[config.mk]
export PLATFORM = sky130hd
export DESIGN_NAME = video_rx_tuner_and_rssi_scan
export DESIGN_NICKNAME = d
export VERILOG_FILES = /design/src/vrts_pkg.sv /design/src/video_rx_tuner_and_rssi_scan.sv /design/src/vrts_front.sv /design/src/vrts_cmd_fifo.sv /design/src/vrts_back.sv
export VERILOG_INCLUDE_DIRS = /design/src /design/src/src
export SDC_FILE = /design/constraint.sdc
export NUM_CORES = 1
export LEC_CHECK = 0
export BUFFER_PORTS_ARGS = -buffer_cell sky130_fd_sc_hd__buf_2
export CAP_MARGIN = 30
export CORE_MARGIN = 4
export CORE_UTILIZATION = 30
export CTS_CLUSTER_DIAMETER = 30
export DETAILED_ROUTE_END_ITERATION = 8
export PLACE_DENSITY = 0.42
export SYNTH_ARGS = -nofsm -noshare
export SYNTH_HDL_FRONTEND = slang
export SYNTH_HIERARCHICAL = 1
export SYNTH_SLANG_ARGS = --single-unit
[constraint.sdc]
create_clock -name i_clk -period 17 [get_ports i_clk]
set_input_delay 0.85 -clock i_clk [delete_from_list [all_inputs] [get_ports i_clk]]
set_output_delay 0.85 -clock i_clk [all_outputs]
set_load 0.01 [all_outputs]
[src/video_rx_tuner_and_rssi_scan_macros.svh]
// Assertion macros shared by the tuner and RSSI scan RTL.
`ifndef VIDEO_RX_TUNER_AND_RSSI_SCAN_MACROS_SVH
`define VIDEO_RX_TUNER_AND_RSSI_SCAN_MACROS_SVH

// Same-cycle implication, checked on every rising edge outside reset.
`define VRTS_ASSERT_IMPL(name, ante, cons) \
    name: assert property (@(posedge i_clk) disable iff (!i_rst_n) (ante) |-> (cons)) \
        else $error("vrts assertion failed");

// Next-cycle implication, checked on every rising edge outside reset.
`define VRTS_ASSERT_NEXT(name, ante, cons) \
    name: assert property (@(posedge i_clk) disable iff (!i_rst_n) (ante) |=> (cons)) \
        else $error("vrts assertion failed");

`endif

[src/vrts_pkg.sv]
// Types, constants and helper functions of the tuner and RSSI scan block.
`default_nettype none

package vrts_pkg;

    localparam int FREQ_W      = 13;
    localparam int RSSI_W      = 10;
    localparam int SETTLE_W    = 10;
    localparam int ELAPSED_W   = 11;
    localparam int FRAME_LEN   = 25;
    localparam int IDX_W       = 5;
    localparam int DATA_BITS   = 16;
    localparam int WORD_W      = 20;
    localparam int SAMPLE_COUNT = 20;

    localparam int CNT_W       = $clog2(SAMPLE_COUNT + 1);
    localparam int SUM_W       = $clog2(SAMPLE_COUNT * 1023 + 1);

    // floor(sum / SAMPLE_COUNT) as (sum * DIV_RECIP) >> DIV_SHIFT, exact over SUM_W bits
    localparam int DIV_LOG     = $clog2(SAMPLE_COUNT);
    localparam int DIV_SHIFT   = SUM_W + DIV_LOG;
    localparam int RECIP_W     = DIV_SHIFT - DIV_LOG + 1;
    localparam logic [RECIP_W-1:0] DIV_RECIP =
        RECIP_W'((2 ** DIV_SHIFT + SAMPLE_COUNT - 1) / SAMPLE_COUNT);

    localparam int CMD_DEPTH   = 4;
    localparam int PTR_W       = $clog2(CMD_DEPTH);

    localparam logic [FREQ_W-1:0]    MIN_FREQ    = FREQ_W'(479);
    localparam logic [SETTLE_W-1:0]  SETTLE_RST  = SETTLE_W'(75);
    localparam logic [ELAPSED_W-1:0] ELAPSED_MAX = '1;
    localparam logic [IDX_W-1:0]     LAST_IDX    = IDX_W'(FRAME_LEN - 1);

    localparam logic [1:0] OP_TUNE   = 2'd0;
    localparam logic [1:0] OP_SCAN   = 2'd1;
    localparam logic [1:0] OP_TICK   = 2'd2;
    localparam logic [1:0] OP_SAMPLE = 2'd3;

    localparam logic KIND_FRAME = 1'b0;
    localparam logic KIND_RSSI  = 1'b1;

    // One queued job for the back end: a frame to shift out or a sum to average.
    typedef struct packed {
        logic                 kind;
        logic [DATA_BITS-1:0] word;
        logic [SUM_W-1:0]     sum;
    } t_cmd;

    // Synthesizer word: r = (f - 479) / 2, word = ((r / 32) << 7) + (r % 32)
    function automatic logic [DATA_BITS-1:0] synth_word(input logic [FREQ_W-1:0] freq);
        logic [FREQ_W-1:0] fc;
        logic [FREQ_W-1:0] diff;
        logic [WORD_W-1:0] w;
        fc   = (freq < MIN_FREQ) ? MIN_FREQ : freq;
        diff = fc - MIN_FREQ;
        w    = {6'd0, diff[12:6], 2'b00, diff[5:1]};
        return w[DATA_BITS-1:0];
    endfunction

    // Frame bit i at position i: address 0x1, write bit, data LSB first, zero pad
    function automatic logic [FRAME_LEN-1:0] make_frame(input logic [DATA_BITS-1:0] word);
        logic [FRAME_LEN-1:0] fr;
        fr = '0;
        fr[0] = 1'b1;
        fr[4] = 1'b1;
        fr[5 +: DATA_BITS] = word;
        return fr;
    endfunction

endpackage

`default_nettype wire

[src/video_rx_tuner_and_rssi_scan.sv]
// Top level of the video receiver tuner and RSSI scan block.
`default_nettype none

// Tunes a 5.8 GHz video receiver synthesizer and averages RSSI readings.
// Input transactions (push/full) carry an operation: tune now, start scan,
// one-millisecond tick, or RSSI sample. A tune, and the first tick after a
// scan start, turns the frequency into the synthesizer word
// r = (f - 479) / 2, word = ((r / 32) << 7) + (r % 32) and produces a 25-bit
// write frame as 25 result transactions, one bit each: address 0x1 LSB first,
// a write bit of 1, 16 data bits LSB first, four zeros; the last bit has
// o_last set. Once more than settle_ms ticks have passed since the scan tune,
// twenty samples are summed and one result with o_kind set carries the
// truncated mean. Results come out of a queue interface (empty/pop).
// Timing: an input transaction is taken whenever the job queue (four entries)
// has room. The back end sends one result per cycle while pop stays high and
// ends each frame before it pops the next job, so that serializer sets the
// sustained rate of tunes. Ticks, scan starts and samples that produce no
// result only occupy the front end. The first result goes through the job
// queue, then the output register. settle_ms resets to 75; the user must write
// it through i_cfg_we/i_cfg_wdata while the block is idle; not enforced.
module video_rx_tuner_and_rssi_scan (
    input  wire logic                            i_clk,
    input  wire logic                            i_rst_n,
    input  wire logic                            i_push,
    output logic                                 o_full,
    input  wire logic [1:0]                      i_operation,
    input  wire logic [vrts_pkg::FREQ_W-1:0]     i_frequency_mhz,
    input  wire logic [vrts_pkg::RSSI_W-1:0]     i_rssi_sample,
    input  wire logic                            i_cfg_we,
    input  wire logic [vrts_pkg::SETTLE_W-1:0]   i_cfg_wdata,
    output logic                                 o_empty,
    input  wire logic                            i_pop,
    output logic                                 o_kind,
    output logic                                 o_serial_data,
    output logic [vrts_pkg::IDX_W-1:0]           o_bit_index,
    output logic [vrts_pkg::RSSI_W-1:0]          o_rssi_average,
    output logic                                 o_last
);

    logic            cmd_push;
    vrts_pkg::t_cmd  cmd_in;
    vrts_pkg::t_cmd  cmd_out;
    logic            q_full;
    logic            q_empty;
    logic            q_pop;

    // Input side backs up only when the job queue is full.
    assign o_full = q_full;

    vrts_front u_front (
        .i_clk           (i_clk),
        .i_rst_n         (i_rst_n),
        .i_push          (i_push),
        .i_q_full        (q_full),
        .i_operation     (i_operation),
        .i_frequency_mhz (i_frequency_mhz),
        .i_rssi_sample   (i_rssi_sample),
        .i_cfg_we        (i_cfg_we),
        .i_cfg_wdata     (i_cfg_wdata),
        .o_cmd_push      (cmd_push),
        .o_cmd           (cmd_in)
    );

    // Decouples classification from the bit-serial output.
    vrts_cmd_fifo u_cmd_fifo (
        .i_clk   (i_clk),
        .i_rst_n (i_rst_n),
        .i_push  (cmd_push),
        .i_cmd   (cmd_in),
        .o_full  (q_full),
        .i_pop   (q_pop),
        .o_cmd   (cmd_out),
        .o_empty (q_empty)
    );

    // Serializer plus output register; the register lets the queue refill
    // while a result waits to be popped.
    vrts_back u_back (
        .i_clk          (i_clk),
        .i_rst_n        (i_rst_n),
        .i_cmd          (cmd_out),
        .i_q_empty      (q_empty),
        .o_q_pop        (q_pop),
        .i_pop          (i_pop),
        .o_empty        (o_empty),
        .o_kind         (o_kind),
        .o_serial_data  (o_serial_data),
        .o_bit_index    (o_bit_index),
        .o_rssi_average (o_rssi_average),
        .o_last         (o_last)
    );

endmodule

`default_nettype wire

[src/vrts_front.sv]
// Front end: takes input transactions, runs the scan state and queues back-end jobs.
`default_nettype none

module vrts_front (
    input  wire logic                            i_clk,
    input  wire logic                            i_rst_n,
    input  wire logic                            i_push,
    input  wire logic                            i_q_full,
    input  wire logic [1:0]                      i_operation,
    input  wire logic [vrts_pkg::FREQ_W-1:0]     i_frequency_mhz,
    input  wire logic [vrts_pkg::RSSI_W-1:0]     i_rssi_sample,
    input  wire logic                            i_cfg_we,
    input  wire logic [vrts_pkg::SETTLE_W-1:0]   i_cfg_wdata,
    output logic                                 o_cmd_push,
    output vrts_pkg::t_cmd                       o_cmd
);

    localparam logic [1:0] PHASE_DONE = 2'd0;
    localparam logic [1:0] PHASE_SET  = 2'd1;
    localparam logic [1:0] PHASE_SCAN = 2'd2;

    logic [1:0]                       r_phase,   n_phase;
    logic [vrts_pkg::FREQ_W-1:0]      r_freq,    n_freq;
    logic [vrts_pkg::ELAPSED_W-1:0]   r_elapsed, n_elapsed;
    logic [vrts_pkg::SUM_W-1:0]       r_sum,     n_sum;
    logic [vrts_pkg::CNT_W-1:0]       r_taken,   n_taken;
    logic [vrts_pkg::SETTLE_W-1:0]    r_settle,  n_settle;

    logic                             accept;
    logic [vrts_pkg::SUM_W-1:0]       sum_nx;
    logic [vrts_pkg::CNT_W-1:0]       taken_nx;

    assign accept   = i_push && !i_q_full;
    assign sum_nx   = r_sum + vrts_pkg::SUM_W'(i_rssi_sample);
    assign taken_nx = r_taken + vrts_pkg::CNT_W'(1);

    always_comb begin
        n_phase    = r_phase;
        n_freq     = r_freq;
        n_elapsed  = r_elapsed;
        n_sum      = r_sum;
        n_taken    = r_taken;
        n_settle   = i_cfg_we ? i_cfg_wdata : r_settle;
        o_cmd_push = 1'b0;
        o_cmd.kind = vrts_pkg::KIND_FRAME;
        o_cmd.word = vrts_pkg::synth_word(i_frequency_mhz);
        o_cmd.sum  = sum_nx;
        if (accept) begin
            case (i_operation)
                vrts_pkg::OP_TUNE: begin
                    o_cmd_push = 1'b1;
                end
                vrts_pkg::OP_SCAN: begin
                    n_freq    = i_frequency_mhz;
                    n_phase   = PHASE_SET;
                    n_elapsed = '0;
                    n_sum     = '0;
                    n_taken   = '0;
                end
                vrts_pkg::OP_TICK: begin
                    if (r_phase == PHASE_SET) begin
                        // first tick after a scan start tunes the stored channel
                        n_phase    = PHASE_SCAN;
                        n_elapsed  = '0;
                        n_sum      = '0;
                        n_taken    = '0;
                        o_cmd_push = 1'b1;
                        o_cmd.word = vrts_pkg::synth_word(r_freq);
                    end else if (r_phase == PHASE_SCAN && r_elapsed != vrts_pkg::ELAPSED_MAX) begin
                        n_elapsed = r_elapsed + vrts_pkg::ELAPSED_W'(1);
                    end
                end
                vrts_pkg::OP_SAMPLE: begin
                    if (r_phase == PHASE_SCAN &&
                        r_elapsed > vrts_pkg::ELAPSED_W'(r_settle)) begin
                        if (taken_nx == vrts_pkg::CNT_W'(vrts_pkg::SAMPLE_COUNT)) begin
                            o_cmd_push = 1'b1;
                            o_cmd.kind = vrts_pkg::KIND_RSSI;
                            n_phase    = PHASE_DONE;
                            n_sum      = '0;
                            n_taken    = '0;
                        end else begin
                            n_sum   = sum_nx;
                            n_taken = taken_nx;
                        end
                    end
                end
                default: begin
                    n_phase = r_phase;
                end
            endcase
        end
    end

    always_ff @(posedge i_clk) begin
        if (!i_rst_n) begin
            r_phase   <= PHASE_DONE;
            r_freq    <= '0;
            r_elapsed <= '0;
            r_sum     <= '0;
            r_taken   <= '0;
            r_settle  <= vrts_pkg::SETTLE_RST;
        end else begin
            r_phase   <= n_phase;
            r_freq    <= n_freq;
            r_elapsed <= n_elapsed;
            r_sum     <= n_sum;
            r_taken   <= n_taken;
            r_settle  <= n_settle;
        end
    end

endmodule

`default_nettype wire

[src/vrts_cmd_fifo.sv]
// Short job queue between the front end and the back end.
`default_nettype none

`include "video_rx_tuner_and_rssi_scan_macros.svh"

module vrts_cmd_fifo (
    input  wire logic            i_clk,
    input  wire logic            i_rst_n,
    input  wire logic            i_push,
    input  wire vrts_pkg::t_cmd  i_cmd,
    output logic                 o_full,
    input  wire logic            i_pop,
    output vrts_pkg::t_cmd       o_cmd,
    output logic                 o_empty
);

    vrts_pkg::t_cmd                  r_mem [vrts_pkg::CMD_DEPTH];
    logic [vrts_pkg::PTR_W-1:0]      r_wr, n_wr;
    logic [vrts_pkg::PTR_W-1:0]      r_rd, n_rd;
    logic [vrts_pkg::PTR_W:0]        r_count, n_count;

    assign o_full  = (r_count == (vrts_pkg::PTR_W+1)'(vrts_pkg::CMD_DEPTH));
    assign o_empty = (r_count == '0);
    assign o_cmd   = r_mem[r_rd];

    always_comb begin
        n_wr    = i_push ? r_wr + vrts_pkg::PTR_W'(1) : r_wr;
        n_rd    = i_pop  ? r_rd + vrts_pkg::PTR_W'(1) : r_rd;
        n_count = r_count;
        if (i_push && !i_pop) begin
            n_count = r_count + (vrts_pkg::PTR_W+1)'(1);
        end else if (i_pop && !i_push) begin
            n_count = r_count - (vrts_pkg::PTR_W+1)'(1);
        end
    end

    always_ff @(posedge i_clk) begin
        if (i_push) begin
            r_mem[r_wr] <= i_cmd;
        end
    end

    always_ff @(posedge i_clk) begin
        if (!i_rst_n) begin
            r_wr    <= '0;
            r_rd    <= '0;
            r_count <= '0;
        end else begin
            r_wr    <= n_wr;
            r_rd    <= n_rd;
            r_count <= n_count;
        end
    end

    `VRTS_ASSERT_IMPL(a_count_range, 1'b1, r_count <= (vrts_pkg::PTR_W+1)'(vrts_pkg::CMD_DEPTH))
    `VRTS_ASSERT_IMPL(a_no_pop_empty, i_pop, !o_empty)
    `VRTS_ASSERT_IMPL(a_no_push_full, i_push, !o_full)

endmodule

`default_nettype wire

[src/vrts_back.sv]
// Back end: shifts out tune frames bit by bit and finishes RSSI averages.
`default_nettype none

`include "video_rx_tuner_and_rssi_scan_macros.svh"

module vrts_back (
    input  wire logic                            i_clk,
    input  wire logic                            i_rst_n,
    input  wire vrts_pkg::t_cmd                  i_cmd,
    input  wire logic                            i_q_empty,
    output logic                                 o_q_pop,
    input  wire logic                            i_pop,
    output logic                                 o_empty,
    output logic                                 o_kind,
    output logic                                 o_serial_data,
    output logic [vrts_pkg::IDX_W-1:0]           o_bit_index,
    output logic [vrts_pkg::RSSI_W-1:0]          o_rssi_average,
    output logic                                 o_last
);

    localparam int PROD_W = vrts_pkg::SUM_W + vrts_pkg::RECIP_W;

    logic                              r_busy,  n_busy;
    logic [vrts_pkg::IDX_W-1:0]        r_idx,   n_idx;
    logic [vrts_pkg::FRAME_LEN-1:0]    r_frame, n_frame;

    logic                              r_out_valid, n_out_valid;
    logic                              r_out_kind,  n_out_kind;
    logic                              r_out_data,  n_out_data;
    logic [vrts_pkg::IDX_W-1:0]        r_out_idx,   n_out_idx;
    logic [vrts_pkg::RSSI_W-1:0]       r_out_avg,   n_out_avg;
    logic                              r_out_last,  n_out_last;

    logic                              adv;
    logic [vrts_pkg::FRAME_LEN-1:0]    new_frame;
    logic [PROD_W-1:0]                 prod;

    assign adv       = !r_out_valid || i_pop;
    assign o_q_pop   = adv && !r_busy && !i_q_empty;
    assign new_frame = vrts_pkg::make_frame(i_cmd.word);
    // sum / SAMPLE_COUNT by reciprocal multiply
    assign prod      = PROD_W'(i_cmd.sum) * PROD_W'(vrts_pkg::DIV_RECIP);

    always_comb begin
        n_busy      = r_busy;
        n_idx       = r_idx;
        n_frame     = r_frame;
        n_out_valid = r_out_valid;
        n_out_kind  = r_out_kind;
        n_out_data  = r_out_data;
        n_out_idx   = r_out_idx;
        n_out_avg   = r_out_avg;
        n_out_last  = r_out_last;
        if (adv) begin
            n_out_valid = 1'b0;
            if (r_busy) begin
                n_out_valid = 1'b1;
                n_out_kind  = vrts_pkg::KIND_FRAME;
                n_out_data  = r_frame[r_idx];
                n_out_idx   = r_idx;
                n_out_avg   = '0;
                n_out_last  = (r_idx == vrts_pkg::LAST_IDX);
                n_busy      = (r_idx != vrts_pkg::LAST_IDX);
                n_idx       = r_idx + vrts_pkg::IDX_W'(1);
            end else if (!i_q_empty) begin
                n_out_valid = 1'b1;
                if (i_cmd.kind == vrts_pkg::KIND_FRAME) begin
                    // bit 0 goes out straight from the queue head
                    n_out_kind = vrts_pkg::KIND_FRAME;
                    n_out_data = new_frame[0];
                    n_out_idx  = '0;
                    n_out_avg  = '0;
                    n_out_last = 1'b0;
                    n_frame    = new_frame;
                    n_busy     = 1'b1;
                    n_idx      = vrts_pkg::IDX_W'(1);
                end else begin
                    n_out_kind = vrts_pkg::KIND_RSSI;
                    n_out_data = 1'b0;
                    n_out_idx  = '0;
                    n_out_avg  = prod[vrts_pkg::DIV_SHIFT +: vrts_pkg::RSSI_W];
                    n_out_last = 1'b1;
                end
            end
        end
    end

    always_ff @(posedge i_clk) begin
        r_frame    <= n_frame;
        r_out_kind <= n_out_kind;
        r_out_data <= n_out_data;
        r_out_idx  <= n_out_idx;
        r_out_avg  <= n_out_avg;
        r_out_last <= n_out_last;
    end

    always_ff @(posedge i_clk) begin
        if (!i_rst_n) begin
            r_busy      <= 1'b0;
            r_idx       <= '0;
            r_out_valid <= 1'b0;
        end else begin
            r_busy      <= n_busy;
            r_idx       <= n_idx;
            r_out_valid <= n_out_valid;
        end
    end

    assign o_empty        = !r_out_valid;
    assign o_kind         = r_out_kind;
    assign o_serial_data  = r_out_data;
    assign o_bit_index    = r_out_idx;
    assign o_rssi_average = r_out_avg;
    assign o_last         = r_out_last;

    `VRTS_ASSERT_IMPL(a_busy_idx, r_busy, r_idx != '0)
    `VRTS_ASSERT_NEXT(a_frame_end, adv && r_busy && r_idx == vrts_pkg::LAST_IDX, !r_busy)
    `VRTS_ASSERT_IMPL(a_rssi_last, r_out_valid && r_out_kind == vrts_pkg::KIND_RSSI, r_out_last && r_out_idx == '0)

endmodule

`default_nettype wire

After elaboration in Yosys (flattened, before gate mapping) --
Memory sizes are Yosys's and may differ from the RTL's. A register that Yosys moved wholly into a read port is not among the register bits. Cells that the tools add are included.
Word-level totals: flip-flop bits (word level) 104, bits in writable memories 128, output and inout port bits 20, word-level logic and storage cells 130, memories kept 1
Operators by class: add/subtract/negate cells 10, multiply operators 1, order comparisons 4, equal/unequal tests 16, mux-type cells 51, bitwise logic cells 3, reductions and logical operators 26
Memories:
- u_cmd_fifo.r_mem | words 4, width 32, rd ports 1, clocked after memory_dff 1, write ports 1, line vrts_cmd_fifo.sv:17 | vrts_pkg::t_cmd r_mem [vrts_pkg::CMD_DEPTH];
Operator list (number):
- 15-bit two-way mux | 3
- 15-bit one-hot mux with 3 select lines | 1
- 5-bit two-way mux | 8
- 15-bit by 16-bit multiplier with 30-bit output (second input constant) | 1
- 14-bit two-way mux | 2
- 13-bit by 9-bit < comparator with 1-bit output (second input constant) | 2
- 13-bit two-way mux | 2
- 13-bit by 9-bit subtractor with 13-bit output (second input constant) | 2
- 11-bit two-way mux | 2
- 11-bit one-hot mux with 2 select lines | 1
- 10-bit two-way mux | 2
- 1-bit two-way mux | 18
- 17-bit two-way mux | 1
- 15-bit by 10-bit adder with 15-bit output | 1
- 5-bit one-hot mux with 3 select lines | 1
- 11-bit by 1-bit adder with 11-bit output (second input constant) | 1
- 11-bit by 10-bit greater-than comparator with 1-bit output | 1
- 11-bit != test (second input constant) | 1
- 5-bit by 1-bit adder with 5-bit output (second input constant) | 2
- 5-bit equality test (second input constant) | 2
- 2-bit two-way mux | 5
- 4-bit AND reduction | 2
- 1-bit logical AND | 7
- 2-bit equality test (second input constant) | 3
- other kinds (24) | 40

Logic depth before layout (Yosys ltp) --
Gate-level depths: netlist (run 1).
depth in word-level cells 10, gate-level depth with buffers 23, depth with buffers taken out 21

Modules after synthesis --
The synthesis (run 1) kept the hierarchy.
Modules (own cells, without submodules):
- vrts_back | times used 1, cells each 499, area an instance 5238.8 um2, sequential area each 1161.1 um2
- vrts_cmd_fifo | times used 1, cells each 210, area an instance 5103.6 um2, sequential area each 4023.9 um2
- vrts_front | times used 1, cells each 509, area an instance 3891.2 um2, sequential area each 1121.1 um2

Worst setup path before layout (run 1) --
No wires, ideal clock.
kind register to register, start register (tool-made name), end register u_back.r_out_avg, in the netlist u_back/o_rssi_average[6], data pin, setup time 0.263 ns, arrival time 5.738 ns, setup slack 10.999 ns, cell stages (with the launch flop) 23, buffers on the path 2, period minus slack after synthesis 6.001 ns, path through dfxtp_1 -> buf_6 -> buf_12 -> mux4_2 -> ha_1 -> inv_1 -> ha_1 -> xnor2_1 -> inv_1 -> fa_1 -> ha_1 -> a21o_1 -> fa_1 -> inv_1 -> fa_1 -> inv_1 -> ha_1 -> and4_1 -> and3_4 -> or4b_1 -> o211ai_2 -> a221oi_2 -> mux2i_1
RTL lines:
- end signal: assignment | line vrts_back.sv:93 | r_out_avg <= n_out_avg;
- end: declaration | line vrts_back.sv:31 | logic [vrts_pkg::RSSI_W-1:0] r_out_avg, n_out_avg;

==> results of run 1 <==
per-stage QoR:
stage	utilization	area (um^2)	hold WS [ns]
floorplan	-	14200	0.436
global placement	0.325	15200	0.445
detailed placement	0.325	15200	0.450
CTS	0.373	17400	0.429
global route	0.373	17400	0.445
finish	0.373	17400	0.453
worst max-delay path, stage by stage, from the launching register on:
cell,delay [ns]
dfxtp_2,0.31
buf_4,0.52
mux4_2,0.62
ha_1,0.29
inv_1,0.04
ha_1,0.33
xnor2_1,0.28
inv_1,0.13
fa_1,0.47
ha_1,0.34
a21o_1,0.20
fa_1,0.51
inv_1,0.06
fa_1,0.52
inv_1,0.04
ha_1,0.30
and4_1,0.25
and3_4,0.21
or4b_1,0.46
o211ai_2,0.32
a221oi_2,0.11
mux2i_1,0.13
cell families after synthesis:
logic type / count (synthesis) / share of synthesized area
xor+xnor: 58 / 0.0357
mux: 53 / 0.0678
fa+ha+maj: 198 / 0.203
compound gates: 208 / 0.0958
flops: 234 / 0.443
simple gates: 312 / 0.108
other cells: 1 / 0.000263
buf+inv: 154 / 0.0462
cell usage after synthesis, types with 18 or more instances:
master / number / area (um^2)
a21o_1: 25 / 188
ha_1: 143 / 1790
clkbuf_1: 21 / 78.8
fa_1: 55 / 1100
dfxtp_1: 72 / 1440
nand2_1: 110 / 413
xnor2_1: 27 / 236
nand3_1: 35 / 175
edfxtp_1: 162 / 4860
xor2_1: 31 / 272
a21oi_1: 73 / 365
mux2i_1: 18 / 180
inv_1: 118 / 443
mux4_2: 32 / 721
o21ai_0: 35 / 175
nor2_1: 49 / 184
state kept, by name (all words and copies together) (netlist names), 2 cells and up, named ones only:
| signal | cells |
|---|---|
| u_back/o_rssi_average | 10 |
| u_front/r_taken | 5 |
| u_cmd_fifo/r_count | 3 |
| u_front/r_sum | 15 |
| u_front/r_settle | 10 |
| u_front/r_freq | 13 |
| u_cmd_fifo/r_rd | 2 |
| u_cmd_fifo/r_mem | 128 |
| u_cmd_fifo/r_wr | 2 |
| u_back/r_frame | 16 |
| u_back/r_idx | 5 |
| u_front/r_elapsed | 11 |
| u_front/r_phase | 2 |
| u_back/o_bit_index | 5 |
routing by layer:
layer	vias to the layer above	track usage	wire, um
li1	4650	-	-
met1	4479	0.175	15500
met2	156	0.202	14400
met3	51	0.0316	1360
met4	0	0.0447	770
met5	-	0	0
layout by cell type (no fill, tap or decap), drive strengths merged, types with 49 or more instances in the layout:
master and count:
buf 72, nor2 49, clkbuf 67, edfxtp 162
ha 143, inv 124, fa 55, a21oi 74
nand2 110, dfxtp 72
area by class of cell:
type                    instances  share of cell area
multi-input cells             833               0.418
diodes                          1            0.000143
clock inverters                46              0.0394
inverters                     118              0.0254
well taps                     607              0.0435
clock buffers                  67              0.0899
repair buffers                 72              0.0226
flip-flops and latches        234               0.362
final timing paths:
check	from	endpoint	slack (ns)	cells past startpoint
max	flop	u_back/o_rssi_average[6]$_SDFFCE_PN0P_	10.28	21
min	u_front/r_sum[7]$_SDFFE_PN0P_	u_front/r_sum[7]$_SDFFE_PN0P_	0.45	2
max reg2reg	flop	u_back/o_rssi_average[6]$_SDFFCE_PN0P_	10.28	21
min reg2reg	u_front/r_sum[7]$_SDFFE_PN0P_	u_front/r_sum[7]$_SDFFE_PN0P_	0.45	2
==> run_results.csv, run 1 <==
group,metric,value,unit
hold_path,hold_path_class,"reg -> reg",
clock_tree,postCtsHoldBufs,0,
sta,grt_setup_unrepaired,"false",
grt,grt_pass1_wl,52.6,mm
route,drc,0,
setup_path,crit_required,17.33,ns
floorplanning,die_y,226,um
cells_and_area,final_net_count,1557,
setup_path,path_class,"reg -> reg",
route,avgViaCountPerCell,4.72,
sta,max_slew_margin,0.348,
floorplanning,initial_utilization,0.304,
place,dp_cells,1864,
logic_synthesis,yosysSeqAreaShare,0.443,
logic_synthesis,synth_edf_count,162,
grt,grt_start_max_net_pins,41,
sta,fin_worst_skew,0.0248,ns
floorplanning,die_w,226,um
floorplanning,core,0.0468,mm^2
logic_synthesis,syn_area,0.0142,mm^2
sta,worst_slack,10.28,ns
run,maxCapViolCount,0,
logic_synthesis,synth_warnings,6,
place,io_buffers,59,
clock_tree,cts_tree,"done",
logic_synthesis,synth.distinct_cells,73,
route,drtIter0Drc,433,
place,dp_hpwl,23.4,mm
sta,drv_slew,0,
cells_and_area,regArea,0.00631,mm^2
sta,layout_min_cycle_time,6.72,ns
cells_and_area,final_layout_size_suffix_gt1_frac,0.171,
clock_tree,clk_latency,0.60,ns
logic_synthesis,ys_seq_elements,234,
cells_and_area,area_growth,22.6,%
route,ant_nets,0,
floorplanning,die-area,0.0510,mm^2
grt,antenna_found_initial,0,
logic_synthesis,synthArstFlopShare,0,
clock_tree,clockBufferDepth,3,
logic_synthesis,ys.flop_type,"edfxtp_1",
grt,grt_usage,0.129,
sta,worst_pin_slew,0.978,ns
place,place.gp.congestion,0.771,
cells_and_area,multiInputGateArea,0.00728,mm^2
setup_path,critical_path.max_fanout,32,
route,wire_per_inst,16.2,um
clock_tree,htree_levels,2,
clock_tree,cts_setup_buffers,0,
run_status,outcome,"finished, final reports clean",
route,drtPass1Iterations,4,
clock_tree,clkSinkCount,234,
grt,grt_pass1_vias,9719,
clock_tree,ctsRootBufferMaster,"clkbuf_16",
clock_tree,cts_buffers,60,
floorplanning,rows,79,
clock_tree,path_clk_slew,0.05,ns
setup_path,critPathCaptureType,"flop",
cells_and_area,instances_no_fill,1978,
sta,max_freq,149,MHz
floorplanning,io_pins,60,
place,dp_slack,10.25,ns
cells_and_area,final.fill_count,4519,
logic_synthesis,postSynthCellCount,1218,
route,vias,9336,
logic_synthesis,avgSynthCellArea,11.7,um^2
sta,period_share,0.395,
route,drt-total-wl,32.1,mm
setup_path,cp-start-kind,"flop",
clock_tree,cts_resized,0,
grt,grt_overflow_total,0,
setup_path,crit_arrival,7.04,ns
sta,setup_viol,0,
sta,finalHoldViolations,0,
sta,fin_setup_tns,0,ns
Power of run 1 is left out: the tool's default activity adds up to more than one toggle a clock period on the data nets, which glitch-free logic cannot reach.
==> inputs of run 2 (changes only) <==
Settings changed: ABC_AREA set to 1, PLACE_DENSITY 0.42 to 0.43.
Clock period 17 ns to 5.77 ns, I/O delays scaled along.
==> run 2 against run 1 <==
Die area increased by 9.0%. Critical endpoint is now u_back/o_rssi_average[9]$_SDFFCE_PN0P_. Sequential share of layout area decreased by 3.6 points. Synthesized cell count increased by 49%.
==> run_results.csv, run 2 <==
group,metric,value,unit
clock_tree,ctsRootBufferMaster,"clkbuf_16",
logic_synthesis,syn_area,0.0156,mm^2
sta,period_share,0.944,
clock_tree,cts_setup_buffers,0,
setup_path,r2r_end,"u_back/o_rssi_average[9]$_SDFFCE_PN0P_",
sta,max_freq,184,MHz
sta,layout_min_cycle_time,5.45,ns
cells_and_area,largest_register_ff_count,128,
logic_synthesis,ys.flop_type,"edfxtp_1",
setup_path,critical_path.max_fanout,24,
route,wire_per_inst,14.2,um
clock_tree,cts_buffers,70,
sta,max_slew_margin,0.410,
setup_path,crit_arrival,5.75,ns
sta,fin_worst_skew,0.0347,ns
cells_and_area,final_layout_size_suffix_gt1_frac,0.144,
floorplanning,die_y,236,um
route,drc,0,
sta,fin_setup_tns,0,ns
setup_path,ff2ff_path_depth,23,
setup_path,regToRegSetupSlack,0.32,ns
sta,drv_slew,0,
logic_synthesis,yosys.area.top_type_share,0.313,
floorplanning,initial_utilization,0.303,
clock_tree,path_clk_slew,0.04,ns
logic_synthesis,synth.distinct_cells,50,
grt,grt_pass1_vias,12300,
setup_path,worst-path-buf-inv,5,
floorplanning,core,0.0513,mm^2
logic_synthesis,synth_area_leaders,"edfxtp_1 (31%), ha_1 (11%), dfxtp_1 (9.3%)",
logic_synthesis,yosysSeqAreaShare,0.405,
cells_and_area,final_common_cell,"nand2_1",
grt,grt_overflow_total,0,
setup_path,critPathCaptureType,"flop",
logic_synthesis,synth_warnings,6,
route,avgViaCountPerCell,4.46,
clock_tree,clk_latency,0.57,ns
run_status,outcome,"finished, final reports clean",
setup_path,cp_num_cells,23,
logic_synthesis,avgSynthCellArea,8.60,um^2
floorplanning,rows,83,
cells_and_area,instances_no_fill,2687,
hold_path,hold_start,"i_cfg_wdata[2]",
hold_path,hold_depth,3,
route,drtIter0Drc,474,
route,drtPass1Iterations,5,
cells_and_area,regArea,0.00631,mm^2
clock_tree,cts_tree,"done",
route,ant_nets,0,
run,maxCapViolCount,0,
logic_synthesis,postSynthCellCount,1810,
cells_and_area,layout_common_cells,"nand2_1 (350), inv_1 (287), nor2_1 (180), edfxtp_1 (162), ha_1 (143)",
cells_and_area,reg_top3,"u_cmd_fifo/r_mem (128), u_back/r_frame (16), u_front/r_sum (15)",
place,dp_hpwl,28.3,mm
hold_path,hold_path_class,"in -> reg",
clock_tree,clkSinkCount,234,
sta,setup_viol,0,
place,dp_cells,2534,
logic_synthesis,synth_edf_count,162,
setup_path,path_class,"reg -> reg",
clock_tree,clockBufferDepth,3,
grt,antenna_found_initial,0,
setup_path,cpLargestDelayFamily,"adder cells",
hold_path,hold_path_end,"u_front/r_settle[2]$_SDFFE_PN0P_",
setup_path,path_cells,"clkinv_8, buf_4, o21ai_1, o22ai_2, ha_1, fa_1, inv_1, xor2_1, inv_1, ha_1, fa_1, fa_1, fa_1, ha_1, nand2_1, nor2_2, nand2_1, inv_1, nand2_1, nand2_1, nand2_2, a21oi_1, nor2_1",
setup_path,cp-start-kind,"flop",
route,drt-total-wl,38.0,mm
floorplanning,die-area,0.0556,mm^2
logic_synthesis,yosysTopAreaCell,"edfxtp_1",
cells_and_area,multiInputGateArea,0.00783,mm^2
cells_and_area,regMostFlops,"u_cmd_fifo/r_mem",
clock_tree,htree_levels,3,
sta,finalHoldViolations,0,
cells_and_area,final_net_count,2187,
route,vias,12000,
cells_and_area,final.fill_count,5234,
grt,grt_start_max_net_pins,35,
grt,grt_pass1_wl,62.2,mm
logic_synthesis,synthTopCellsByCount,"nand2_1 (350), inv_1 (291), nor2_1 (181)",
cells_and_area,area_growth,24.7,%
place,place.gp.congestion,0.851,
floorplanning,die_w,236,um
setup_path,crit_required,6.08,ns
floorplanning,io_pins,60,
setup_path,slowest_delay,0.59,ns
grt,grt_usage,0.138,
logic_synthesis,ys_seq_elements,234,
sta,worst_pin_slew,0.878,ns
logic_synthesis,post-synth-top-count-cell,"nand2_1",
logic_synthesis,synthArstFlopShare,0,
place,io_buffers,59,
setup_path,cp_slowest_cell,"fa_1",
run 2: changes by cell type after synthesis, moves of 17 or more:
cell / previous run / this run
a21o_1: 25 / 4
a21oi_1: 73 / 99
inv_1: 118 / 291
mux2i_1: 18 / 0
mux4_2: 32 / 0
nand2_1: 110 / 350
nand2_2: 0 / 19
nand3_1: 35 / 100
nor2_1: 49 / 181
nor2_2: 0 / 17
o21ai_0: 35 / 92
o21ai_1: 0 / 28
o22ai_1: 5 / 34
xnor2_1: 27 / 10
run 2: logic make-up after synthesis:
| logic type | Yosys count | share of synthesized area |
|---|---|---|
| AND/OR/NAND/NOR | 725 | 0.202 |
| buffers and inverters | 348 | 0.0949 |
| AO/OA/AOI/OAI | 278 | 0.0975 |
| flip-flops | 234 | 0.405 |
| adder cells (fa/ha/maj) | 198 | 0.186 |
| XOR/XNOR | 26 | 0.0146 |
| other | 1 | 0.000241 |
run 2: worst register-to-register path: stages, from the launching register on:
cell      delay [ns]
dfxtp_4         0.41
clkinv_8        0.13
buf_4           0.19
o21ai_1         0.16
o22ai_2         0.12
ha_1            0.34
fa_1            0.59
inv_1           0.11
xor2_1          0.18
inv_1           0.06
ha_1            0.28
fa_1            0.48
fa_1            0.45
fa_1            0.45
ha_1            0.33
nand2_1         0.09
nor2_2          0.18
nand2_1         0.07
inv_1           0.05
nand2_1         0.06
nand2_1         0.14
nand2_2         0.08
a21oi_1         0.16
nor2_1          0.07
run 2: layout make-up:
type,instances,area share
antenna,1,0.000129
clock buffer,83,0.0954
clock inverter,46,0.0349
sequential,234,0.325
multi-input combinational,1231,0.403
timing repair buffer,107,0.0378
inverter,305,0.0597
tap,680,0.0438
run 2: how the worst max path moves through the flow:
stage          startpoint                                     end
5_1_grt              flop  u_back/o_rssi_average[9]$_SDFFCE_PN0P_
4_1_cts              flop  u_back/o_rssi_average[9]$_SDFFCE_PN0P_
3_5_place_dp         flop  u_back/o_rssi_average[9]$_SDFFCE_PN0P_
3_3_place_gp         flop  u_back/o_rssi_average[1]$_SDFFCE_PN0P_
6_report             flop  u_back/o_rssi_average[9]$_SDFFCE_PN0P_
2_1_floorplan        flop  u_back/o_rssi_average[9]$_SDFFCE_PN0P_
run 2: layer usage:
layer / GRT usage / part of all wire / vias up
met4: 0.0529 / 0.031 / 0
met1: 0.173 / 0.47 / 5474
met2: 0.233 / 0.47 / 195
li1: - / - / 6233
met5: 0 / 0 / -
met3: 0.0284 / 0.035 / 79
run 2: through the flow:
stage | utilization | setup WS [ns] | area (um^2) | hold slack (ns)
after floorplan | - | 0.343 | 15600 | 0.400
after global placement | 0.323 | 0.211 | 16600 | 0.432
after detailed placement | 0.324 | 0.203 | 16600 | 0.435
after CTS | 0.377 | 0.157 | 19400 | 0.00154
after global routing | 0.378 | -0.0139 | 19400 | 0.0506
final | 0.378 | 0.323 | 19400 | 0.0336
run 2: what timing repair did:
| action | 4_1_cts | 5_1_grt |
|---|---|---|
| hold endpoints to repair | 17 | 0 |
| hold buffers | 23 | 0 |
| endpoints found under the setup margin | 0 | 10 |
| resized for setup | 0 | 11 |
Power of run 2 is left out for the same reason.
==> inputs of run 3 (changes only) <==
==> constraint.sdc (replaced) <==
create_clock -name i_clk -period 5.77 [get_ports i_clk]
set_input_delay 0.577 -clock i_clk [delete_from_list [all_inputs] [get_ports i_clk]]
set_output_delay 0.577 -clock i_clk [all_outputs]
set_load 0.01 [all_outputs]
==> run 3 against run 2 <==
Maximum frequency increased by 0.11%. Utilization down 0.45 points. Non-clock buffer count down 23. Critical endpoint unchanged. First-iteration DRC count rose by 1.9%. Final area decreased by 1.2%. Routed wire length is 0.31% lower. Setup slack better by 0.0058 ns. Count of clock-buffer cells in the layout did not move. Clock skew barely moved.
==> run_results.csv, run 3 (synthesized netlist as in run 2, its figures left out) <==
group,metric,value,unit
clock_tree,path_clk_slew,0.04,ns
floorplanning,core,0.0513,mm^2
clock_tree,clkSinkCount,234,
sta,fin_worst_skew,0.0347,ns
sta,fin_setup_tns,0,ns
grt,grt_usage,0.137,
floorplanning,die_w,236,um
route,drt-total-wl,37.9,mm
clock_tree,ctsRootBufferMaster,"clkbuf_16",
cells_and_area,area_growth,23.3,%
grt,antenna_found_initial,0,
place,io_buffers,59,
sta,worst_pin_slew,0.903,ns
grt,grt_pass1_vias,12200,
clock_tree,postCtsHoldBufs,0,
setup_path,critPathCaptureType,"flop",
route,drtIter0Drc,483,
clock_tree,cts_setup_buffers,0,
cells_and_area,regMostFlops,"u_cmd_fifo/r_mem",
cells_and_area,reg_top3,"u_cmd_fifo/r_mem (128), u_back/r_frame (16), u_front/r_sum (15)",
run,maxCapViolCount,0,
sta,layout_min_cycle_time,5.44,ns
sta,finalHoldViolations,0,
route,wire_per_inst,14.2,um
route,drtPass1Iterations,5,
clock_tree,clockBufferDepth,3,
route,vias,11900,
route,ant_nets,0,
setup_path,cp-start-kind,"flop",
cells_and_area,layout_common_cells,"nand2_1 (350), inv_1 (287), nor2_1 (180), edfxtp_1 (162), ha_1 (143)",
floorplanning,io_pins,60,
grt,grt_pass1_wl,61.9,mm
cells_and_area,final_common_cell,"nand2_1",
clock_tree,cts_tree,"done",
cells_and_area,largest_register_ff_count,128,
floorplanning,die-area,0.0556,mm^2
clock_tree,cts_resized,0,
route,met2_length,17.6,mm
sta,drv_slew,0,
sta,max_freq,184,MHz
setup_path,crit_required,6.08,ns
setup_path,crit_arrival,5.75,ns
cells_and_area,final_layout_size_suffix_gt1_frac,0.145,
cells_and_area,instances_no_fill,2664,
clock_tree,htree_levels,3,
place,dp_cells,2534,
floorplanning,initial_utilization,0.303,
sta,period_share,0.943,
place,place.gp.congestion,0.851,
sta,hold_ws,0.213,ns
setup_path,path_class,"reg -> reg",
grt,grt_overflow_total,0,
grt,grt_start_max_net_pins,35,
run_status,outcome,"finished, final reports clean",
clock_tree,clk_latency,0.57,ns
sta,setup_viol,0,
route,routed.top_layer,"met4",
cells_and_area,final_net_count,2164,
route,met1Wirelength,17.7,mm
setup_path,critical_path.max_fanout,24,
route,avgViaCountPerCell,4.46,
sta,max_slew_margin,0.394,
place,dp_hpwl,28.3,mm
clock_tree,cts_buffers,70,
hold_path,hold_path_class,"in -> reg",
floorplanning,die_y,236,um
route,wl_met3,1.41,mm
route,drc,0,
floorplanning,rows,83,
run 3: cell types whose count changed in the layout (fill, tap and decap cells not counted):
cell           before  now
dlygate4sd3_1      23    0
run 3: metal layers:
| metal | vias to the layer above | GRT usage |
|---|---|---|
| met5 | - | 0 |
| met4 | 0 | 0.0529 |
| met3 | 76 | 0.0289 |
| met2 | 201 | 0.231 |
| met1 | 5414 | 0.173 |
| li1 | 6188 | - |
run 3: path summary, 6_finish.rpt:
path,startpoint,to,slack [ns],depth (start not counted)
max reg2reg,flop,u_back/o_rssi_average[9]$_SDFFCE_PN0P_,0.33,23
min reg2reg,u_cmd_fifo/r_rd[1]$_SDFFE_PN0P_,flop,0.44,1
max,flop,u_back/o_rssi_average[9]$_SDFFCE_PN0P_,0.33,23
min,i_cfg_wdata[0],u_front/r_settle[0]$_SDFFE_PN1P_,0.21,3
run 3: through the flow:
stage,utilization,area (um^2),setup slack [ns]
finish,0.374,19200,0.329
global route,0.374,19200,-0.0139
CTS,0.373,19100,0.157
detailed placement,0.324,16600,0.203
global placement,0.323,16600,0.211
floorplan,-,15600,0.343
run 3: layout make-up:
cell class                      instances  area (um^2)
Multi-Input combinational cell       1231         7830
Timing Repair Buffer                   84          503
Antenna cell                            1         2.50
Clock buffer                           83         1850
Clock inverter                         46          678
Fill cell                            5252        32100
Sequential cell                       234         6310
Tap cell                              680          851
Inverter                              305         1160
run 3: critical path: stages (launching register included):
cell,delay (ns)
dfxtp_4,0.41
clkinv_8,0.12
buf_4,0.18
o21ai_1,0.16
o22ai_2,0.12
ha_1,0.33
fa_1,0.59
inv_1,0.11
xor2_1,0.18
inv_1,0.06
ha_1,0.28
fa_1,0.48
fa_1,0.45
fa_1,0.45
ha_1,0.33
nand2_1,0.09
nor2_2,0.18
nand2_1,0.07
inv_1,0.05
nand2_1,0.06
nand2_1,0.14
nand2_2,0.08
a21oi_1,0.16
nor2_1,0.07
Power of run 3 is left out for the same reason.
